--- src/design/qsu_pkg.sv ---
package qsu_pkg;

  // Character codes seen in a string body.
  localparam logic [7:0] ChEnd       = 8'h00;
  localparam logic [7:0] ChQuote     = 8'h22;
  localparam logic [7:0] ChBackslash = 8'h5c;
  localparam logic [7:0] ChLowerT    = 8'h74;
  localparam logic [7:0] ChLowerN    = 8'h6e;
  localparam logic [7:0] ChLowerR    = 8'h72;
  localparam logic [7:0] ChLowerF    = 8'h66;
  localparam logic [7:0] ChLowerX    = 8'h78;

  // Control bytes produced by the letter escapes.
  localparam logic [7:0] CtrlTab = 8'h09;
  localparam logic [7:0] CtrlLf  = 8'h0a;
  localparam logic [7:0] CtrlCr  = 8'h0d;
  localparam logic [7:0] CtrlFf  = 8'h0c;

  // Hex digits still expected right after \x.
  localparam logic [1:0] HexDigits = 2'd2;

  typedef enum logic [1:0] {
    StCont  = 2'd0,
    StClose = 2'd1,
    StError = 2'd2
  } status_e;

  // State carried from one byte to the next.
  typedef struct packed {
    logic       escape_pending;
    logic [1:0] hex_left;
    logic [7:0] hex_accum;
  } dec_state_t;

  // One result item.
  typedef struct packed {
    logic       byte_valid;
    logic [7:0] out_byte;
    status_e    status;
  } dec_result_t;

  // Hex digit decode: bit 4 flags a byte that is not a hex digit.
  function automatic logic [4:0] hex_nibble(input logic [7:0] c);
    logic [4:0] r;
    r = 5'h10;
    if (c >= 8'h30 && c <= 8'h39) begin
      r = {1'b0, 4'(c - 8'h30)};
    end else if (c >= 8'h61 && c <= 8'h66) begin
      r = {1'b0, 4'(c - 8'h57)};
    end else if (c >= 8'h41 && c <= 8'h46) begin
      r = {1'b0, 4'(c - 8'h37)};
    end
    return r;
  endfunction

endpackage

--- src/design/qsu_decode.sv ---
module qsu_decode (
  input  logic [7:0]          ch_i,
  input  qsu_pkg::dec_state_t cur_i,
  output qsu_pkg::dec_state_t nxt_o,
  output qsu_pkg::dec_result_t res_o
);

  logic [4:0] nib;

  assign nib = qsu_pkg::hex_nibble(ch_i);

  // Next state and result for one byte of the string body.
  always_comb begin
    nxt_o = cur_i;
    res_o.byte_valid = 1'b0;
    res_o.out_byte   = 8'h00;
    res_o.status     = qsu_pkg::StCont;

    if (ch_i == qsu_pkg::ChEnd) begin
      res_o.status = qsu_pkg::StError;
    end else if (cur_i.escape_pending) begin
      if (cur_i.hex_left != 2'd0) begin
        // Collecting hex digits, high nibble first.
        if (nib[4]) begin
          res_o.status = qsu_pkg::StError;
        end else begin
          nxt_o.hex_left = cur_i.hex_left - 2'd1;
          if (cur_i.hex_left == 2'd2) begin
            nxt_o.hex_accum = cur_i.hex_accum | {nib[3:0], 4'h0};
          end else begin
            nxt_o.hex_accum = cur_i.hex_accum | {4'h0, nib[3:0]};
          end
          if (nxt_o.hex_left == 2'd0) begin
            if (nxt_o.hex_accum == 8'h00) begin
              res_o.status = qsu_pkg::StError;
            end else begin
              res_o.byte_valid     = 1'b1;
              res_o.out_byte       = nxt_o.hex_accum;
              nxt_o.escape_pending = 1'b0;
              nxt_o.hex_accum      = 8'h00;
            end
          end
        end
      end else begin
        // The byte right after a backslash.
        unique case (ch_i)
          qsu_pkg::ChQuote: begin
            res_o.byte_valid = 1'b1;
            res_o.out_byte   = qsu_pkg::ChQuote;
          end
          qsu_pkg::ChBackslash: begin
            res_o.byte_valid = 1'b1;
            res_o.out_byte   = qsu_pkg::ChBackslash;
          end
          qsu_pkg::ChLowerT: begin
            res_o.byte_valid = 1'b1;
            res_o.out_byte   = qsu_pkg::CtrlTab;
          end
          qsu_pkg::ChLowerN: begin
            res_o.byte_valid = 1'b1;
            res_o.out_byte   = qsu_pkg::CtrlLf;
          end
          qsu_pkg::ChLowerR: begin
            res_o.byte_valid = 1'b1;
            res_o.out_byte   = qsu_pkg::CtrlCr;
          end
          qsu_pkg::ChLowerF: begin
            res_o.byte_valid = 1'b1;
            res_o.out_byte   = qsu_pkg::CtrlFf;
          end
          qsu_pkg::ChLowerX: begin
            nxt_o.hex_left  = qsu_pkg::HexDigits;
            nxt_o.hex_accum = 8'h00;
          end
          default: begin
            res_o.status = qsu_pkg::StError;
          end
        endcase
        if (res_o.byte_valid) begin
          nxt_o.escape_pending = 1'b0;
        end
      end
    end else if (ch_i == qsu_pkg::ChBackslash) begin
      nxt_o.escape_pending = 1'b1;
    end else if (ch_i == qsu_pkg::ChQuote) begin
      res_o.status = qsu_pkg::StClose;
    end else begin
      res_o.byte_valid = 1'b1;
      res_o.out_byte   = ch_i;
    end

    // A closing or error result returns everything to the start state.
    if (res_o.status != qsu_pkg::StCont) begin
      res_o.byte_valid = 1'b0;
      res_o.out_byte   = 8'h00;
      nxt_o            = '0;
    end
  end

endmodule

--- src/design/quoted_string_unescaper_core.sv ---
// Decodes the body of a double-quoted string with C-style escapes, one byte
// per transfer, starting with the byte after the opening quote. Every input
// byte gives exactly one result: a decoded byte (byte_valid_o), nothing while
// an escape is still being collected, a close status on the closing quote,
// or an error status for a bad escape, bad or zero hex value, or a zero byte
// before the close. After a close or error the decoder is ready for the next
// string. The block takes one byte per cycle while the output side does not
// stall. A byte is registered on input and decoded against the escape state
// in one step. Its result is then registered on output and offered there
// until it transfers.
module quoted_string_unescaper_core (
  input  logic       clk_i,
  input  logic       rst_ni,
  input  logic       in_valid_i,
  output logic       in_stall_o,
  input  logic [7:0] ch_i,
  output logic       out_valid_o,
  input  logic       out_stall_i,
  output logic       byte_valid_o,
  output logic [7:0] out_byte_o,
  output logic [1:0] status_o
);

  logic                 in_valid_q;
  logic [7:0]           ch_q;
  logic                 out_valid_q;
  qsu_pkg::dec_result_t res_q;
  qsu_pkg::dec_result_t res_d;
  qsu_pkg::dec_state_t  state_q;
  qsu_pkg::dec_state_t  state_d;
  logic                 out_free;
  logic                 advance;
  logic                 in_take;

  // The input register moves on when the result register is free or drains.
  assign out_free   = !out_valid_q || !out_stall_i;
  assign advance    = in_valid_q && out_free;
  assign in_stall_o = in_valid_q && !advance;
  assign in_take    = in_valid_i && !in_stall_o;

  qsu_decode u_decode (
    .ch_i  (ch_q),
    .cur_i (state_q),
    .nxt_o (state_d),
    .res_o (res_d)
  );

  // Input register.
  always_ff @(posedge clk_i or negedge rst_ni) begin
    if (!rst_ni) begin
      in_valid_q <= 1'b0;
    end else if (in_take) begin
      in_valid_q <= 1'b1;
    end else if (advance) begin
      in_valid_q <= 1'b0;
    end
  end

  always_ff @(posedge clk_i) begin
    if (in_take) begin
      ch_q <= ch_i;
    end
  end

  // Escape state and result register, updated as a byte is decoded.
  always_ff @(posedge clk_i or negedge rst_ni) begin
    if (!rst_ni) begin
      state_q     <= '0;
      out_valid_q <= 1'b0;
    end else begin
      if (advance) begin
        state_q     <= state_d;
        out_valid_q <= 1'b1;
      end else if (out_free) begin
        out_valid_q <= 1'b0;
      end
    end
  end

  always_ff @(posedge clk_i) begin
    if (advance) begin
      res_q <= res_d;
    end
  end

  assign out_valid_o  = out_valid_q;
  assign byte_valid_o = res_q.byte_valid;
  assign out_byte_o   = res_q.out_byte;
  assign status_o     = res_q.status;

endmodule

--- config.mk ---
export PLATFORM = sky130hd
export DESIGN_NAME = quoted_string_unescaper_core
export DESIGN_NICKNAME = d
export VERILOG_FILES = /design/src/design/qsu_pkg.sv /design/src/design/qsu_decode.sv /design/src/design/quoted_string_unescaper_core.sv
export SDC_FILE = /design/constraint.sdc
export NUM_CORES = 1
export LEC_CHECK = 0
export BUFFER_PORTS_ARGS = -buffer_cell sky130_fd_sc_hd__buf_2
export CAP_MARGIN = 0
export CORE_ASPECT_RATIO = 2
export CORE_UTILIZATION = 52
export CTS_CLUSTER_DIAMETER = 120
export CTS_CLUSTER_SIZE = 20
export DETAILED_ROUTE_END_ITERATION = 8
export GPL_ROUTABILITY_DRIVEN = 0
export GPL_TIMING_DRIVEN = 0
export HOLD_SLACK_MARGIN = 0.06
export PLACE_DENSITY = 0.77
export SETUP_SLACK_MARGIN = 0.1
export SYNTH_ARGS = -nofsm -noshare
export SYNTH_HDL_FRONTEND = slang
export SYNTH_SLANG_ARGS = --single-unit
--- constraint.sdc ---
create_clock -name clk_i -period 2.6 [get_ports clk_i]
set_clock_uncertainty 0.2 [all_clocks]
set_input_delay 0.78 -clock clk_i [delete_from_list [all_inputs] [get_ports clk_i]]
set_output_delay 0.78 -clock clk_i [all_outputs]
set_load 0.03 [all_outputs]
* Word level (Yosys, flattened, before mapping) *
Cells that the tools add are included.

word-level totals
  register bits after elaboration = 32
  input bits = 12
  output and inout port bits = 13
  logic and storage cells = 96

cells by class
  $add $sub $neg = 4
  $lt $le $gt $ge = 6
  equality and inequality tests = 10
  muxes and demuxes = 41
  bitwise operators = 2
  reduce and logical (&&, ||, !) cells = 24

operator list
  kind                   number
  $mux W11               8
  $mux W8                7
  $mux W9                6
  $pmux W9 S6            1
  $eq A8 B7 Y1 const B   6
  $mux W10               2
  $ge A8 B7 Y1 const B   2
  $le A8 B7 Y1 const B   2
  $logic_not A8 Y1       2
  $mux W5                3
  $mux W1                10
  $reduce_bool A2 Y1     5
  $eq A8 B6 Y1 const B   1
  $ge A8 B6 Y1 const B   1
  $le A8 B6 Y1 const B   1
  $mux W2                4
  $or A8 B4 Y8           1
  $or A8 B8 Y8           1
  $sub A4 B3 Y4 const B  2
  $reduce_or A7 Y1       1
  $logic_and A1 B1 Y1    6
  $reduce_and A5 Y1      1
  $logic_not A1 Y1       4
  $sub A4 B1 Y4 const B  1
  9 further kinds        9

* Depth between registers and ports, before layout *
  depth in word-level cells = 21
  mapped depth = 8
  depth with buffers taken out = 8

* Hierarchy *
Synthesis repeated with hierarchy kept, for this count alone.

unflattened totals
  cell total of the unflattened synthesis = 226
  area total of the unflattened synthesis = 2,277.2 um^2

by module, submodules not included
  module                        instances  cells an instance  area each (um^2)  sequential area each (um^2)
  qsu_decode                    1          176                1,154.9           0.0
  quoted_string_unescaper_core  1          50                 1,122.3           895.9

* Least setup slack after synthesis *
Ideal clock, no wire load.

  path kind = register -> register
  from = reg ch_q[0]
  to = reg state_q[4] in the netlist's numbering
  setup time = 0.125 ns
  arrival = 2.447 ns
  data required time = 2.275 ns
  slack = -0.172 ns
  cell stages (with the launch flop) = 8
  path buffers = 0
  clock period less this slack = 2.772 ns
  cell sequence = edfxtp_1 > inv_1 > ha_1 > nor3b_1 > nor3_4 > a311o_1 > o21ai_4 > mux2_4

on the way
  longest elaborated chain between the ends = 21
  elaborated cells between the ends (all ways) = 54
  those cells by class = add/sub (3); order compare (6); eq/ne (9); mux (24); bitwise (2); reduce/logical (10)

RTL lines
  item                                                         RTL line                            RTL
  from (decl)                                                  quoted_string_unescaper_core.sv:25  logic [7:0] ch_q;
  from (signal assigned)                                       quoted_string_unescaper_core.sv:61  ch_q <= ch_i;
  $ge A8 B7 Y1 or $le A8 B7 Y1 (tied branches)                 qsu_pkg.sv:50                       end else if (c >= 8'h41 && c <= 8'h46) begin
  $logic_and A1 B1 Y1                                          qsu_pkg.sv:50
  $mux W5                                                      qsu_pkg.sv:50
  $mux W5                                                      qsu_pkg.sv:48                       end else if (c >= 8'h61 && c <= 8'h66) begin
  $mux W5                                                      qsu_pkg.sv:46                       if (c >= 8'h30 && c <= 8'h39) begin
  $or A8 B4 Y8 or $or A8 B8 Y8 (tied branches)                 qsu_decode.sv:31, qsu_decode.sv:29
  $mux W8                                                      qsu_decode.sv:28                    if (cur_i.hex_left == 2'd2) begin
  $mux W8                                                      qsu_decode.sv:24                    if (nib[4]) begin
  [5 not listed]                                               -
  $mux W11                                                     qsu_decode.sv:33                    if (nxt_o.hex_left == 2'd0) begin
  $mux W2                                                      qsu_decode.sv:24
  $mux W11                                                     qsu_decode.sv:22                    if (cur_i.hex_left != 2'd0) begin
  $mux W11                                                     qsu_decode.sv:21                    end else if (cur_i.escape_pending) begin
  $mux W2                                                      qsu_decode.sv:19                    if (ch_i == qsu_pkg::ChEnd) begin
  $reduce_bool A2 Y1                                           qsu_decode.sv:93                    if (res_o.status != qsu_pkg::StCont) begin
  $ne A3 B3 Y1 (no source line), or another cell as far along  -
  $reduce_and A5 Y1 (no source line)                           -
  to (signal assigned)                                         quoted_string_unescaper_core.sv:72  state_q <= state_d;
  to (decl)                                                    quoted_string_unescaper_core.sv:29  qsu_pkg::dec_state_t state_q;

Several ways; a longest one is shown, not always the timed one. The select of a mux whose other input is x is not followed.
A chain may end at the register's enable or synchronous reset.

* Worst setup path after layout *
  from = reg ch_q[4]
  to = reg state_q[4] in the netlist's numbering

Same word-level chain as after synthesis.

==> reports/metrics.yaml <==
yosys:
  async_flop_share_pct: 40.6
  yosys-top-cells-count: "nor2_1 (22), edfxtp_1 (19), inv_1 (16)"
  synthTopCellsByArea: "edfxtp_1 (28%), dfrtp_1 (16%), ha_1 (4.3%)"
  synth_top_area_cell: "edfxtp_1"
  syn_inst: 203
  synth_seq_cells: 32
  synth.most_common_cell: "nor2_1"
  yosysUniqueCellTypes: 55
  synth_seq_area_share_pct: 44.2
  synth_nets: 222
  synth_edf_count: 19
  postSynthAreaPerCell_sq_um: 9.99
  syn-cell-area_sq_um: 2030
  synth_ff_type: "edfxtp_1"
  yosysWarnings: 0
  synth.top_cell.area_share_pct: 28.1
cts:
  root_buffer: "clkbuf_8"
  cts_tree: "done"
  clkLatencyLatePin_ns: 0.29
  ctsHoldBuffers: 0
  cts_made_buffers: 5
  clock_sinks: 32
  path_clk_slew_ns: 0.07
  h-tree-depth: 2
  clk_path_buf_depth: 2
layout:
  stdcell_count: 318
  syn2layout_area_growth_pct: 41.1
  antenna_cells: 0
  layout-drive-gt1-share_pct: 42.8
  finalNetCount: 287
  fillCellCount: 226
pwr:
  ir_drop_uv: 714
  power.leakage_nw: 1.15
  power.density_nw_per_um2: 526
global_routing:
  grt_pass1_vias: 2043
  antenna_found_initial: 0
  grt_pass1_wl_um: 9870
  grtUsageTotal_pct: 33.0
  grt_start_max_net_pins: 18
  grt.overflow.total: 0
placed_design:
  dp_hpwl_um: 3900
  portBuffers: 24
  placed_cells: 276
critical_path:
  startpoint_type: "flip-flop"
  worstSetupPathType: "reg2reg"
  crit_fanout: 6
  cp_num_buf_inv: 1
  cp_slowest_cell: "or4b_4"
  cp_top_family: "simple AND/OR/NAND/NOR gates"
  required_ns: 2.57
  cp-end-kind: "flip-flop"
  arrival_ns: 2.76
  slowest_delay_ns: 0.62
  worstPathCellList: "or4b_4, nor3_4, buf_12, o211ai_4, a31o_4, o21ai_4, mux2_4"
hold_path:
  worstHoldPathType: "in2async"
sta:
  hold_violations: 0
  relSlewSlack_pct: 60.3
  finalWorstSetupSlack_ns: -0.188
  finalCriticalPeriod_ns: 2.79
  holdWs_ns: 0.171
  setup_viol: 11
  tightest_slew_ns: 0.591
  fmax_mhz: 359
  rsz0062_at_grt: "true"
  finalCritPeriodShare_pct: 107
  finalSetupTns_ns: -1.46
  slew_viol_final: 0
floorplanning:
  rows: 31
  die_x_um: 46.2
  io-pin-count: 25
  die_y_um: 90.3
  core_sq_um: 3680
  die_area_sq_um: 4170
  initial_utilization_pct: 55.0
route:
  vias_per_cell: 6.43
  drt_iter0_drc: 126
  drt_drc_violations_left: 0
  post_drt_wl_per_cell_um: 20.1
  vias: 2046
  ant_nets: 0
  drt_wl_total_um: 6380
  first_pass_iters: 4
outcome:
  status: "finished, violations left"
  violations: "negative setup slack"
flow_run:
  drv_cap: 0
sequential cells by signal, indices dropped and copies added (netlist names):
name / cells
state_q: 11
ch_q: 8
out_byte_o: 8
status_o: 2
byte_valid_o: 1
in_valid_q: 1
out_valid_o: 1
cell usage in the layout, fill, tap and decap left out, types with 4 or more instances in the layout:
cell type | netlist | routed
nor2_1 | 22 | 15
clkbuf_8 | 0 | 5
nor3_1 | 6 | 5
nand3_1 | 4 | 4
edfxtp_1 | 19 | 19
inv_1 | 16 | 12
o21bai_1 | 6 | 5
nand2b_1 | 7 | 7
ha_1 | 7 | 4
dfrtp_1 | 13 | 13
buf_2 | 2 | 26
buf_4 | 0 | 30
nand2_1 | 10 | 10
o21ai_1 | 0 | 4
clkbuf_1 | 3 | 4
nor2_2 | 0 | 5
a21oi_1 | 7 | 5
o21ai_0 | 10 | 5
path summary, 6_finish.rpt:
kind,from,endpoint,slack [ns],cells after the start
worst max-delay path,ch_q[4],state_q[4],-0.19,7
worst min-delay path,rst_ni,state_q[7],0.17,1
worst max register to register,ch_q[4],state_q[4],-0.19,7
worst min register to register,state_q[3],state_q[3],0.32,1
max in group asynchronous,rst_ni,state_q[8],1.78,1
min in group clk_i,state_q[3],state_q[3],0.32,1
repair_timing:
| action | in CTS | in global routing |
|---|---|---|
| endpoints found under the setup margin | 20 | 20 |
| setup buffers | 25 | 9 |
| resized for setup | 28 | 21 |
| pin swaps | 11 | 10 |
cell families (layout without fill, tap and decap cells):
logic type / Yosys count / count (layout) / share of synthesized area (%)
compound gates: 66 / 66 / 25.3
simple gates: 72 / 72 / 19.6
buf+inv: 22 / 88 / 4.19
fa+ha+maj: 7 / 7 / 4.32
mux: 4 / 4 / 2.47
flops: 32 / 32 / 44.2
worst reg2reg max path, delay by kind of cell (launching register included):
| family | cells | cell delay [ns] |
|---|---|---|
| buffers and inverters | 1 | 0.15 |
| flip-flops | 1 | 0.46 |
| AO/OA/AOI/OAI | 3 | 0.66 |
| AND/OR/NAND/NOR | 2 | 0.86 |
| multiplexers | 1 | 0.33 |
layout make-up:
| type | count | area [sq um] | area share, % |
|---|---|---|---|
| Clock inverter | 2 | 35.0 | 1.22 |
| Inverter | 17 | 67.6 | 2.36 |
| Timing Repair Buffer | 58 | 408 | 14.2 |
| Buffer | 5 | 21.3 | 0.743 |
| Clock buffer | 6 | 72.6 | 2.53 |
| Sequential cell | 32 | 896 | 31.3 |
| Tap cell | 49 | 61.3 | 2.14 |
| Multi-Input combinational cell | 149 | 1300 | 45.5 |
stage by stage:
step | util (%) | area, sq um | total power, W | worst slack (ns)
3_5_place_dp | 61.2 | 2250 | 0.000900 | -0.455
2_1_floorplan | - | 2070 | 0.000817 | 0.0307
4_1_cts | 73.8 | 2720 | 0.00146 | -0.0729
5_1_grt | 77.7 | 2860 | 0.00156 | -0.264
6_report | 77.7 | 2860 | 0.00151 | -0.188
3_3_place_gp | 61.2 | 2250 | 0.000891 | -0.474
layer usage:
layer | vias to the layer above | track usage [%] | routed length (um)
met3 | 37 | 4.60 | 321
met4 | 0 | 23.5 | 357
met5 | - | 0 | 0
met2 | 113 | 54.9 | 3470
met1 | 991 | 35.0 | 2230
li1 | 905 | - | -
where the power goes:
part           leakage (nW)  internal, W  switching [W]
Combinational         0.750     0.000161       0.000261
Sequential            0.348     0.000588      0.0000270
Clock                0.0552     0.000284       0.000186
Power figures use the tool's default switching activity.
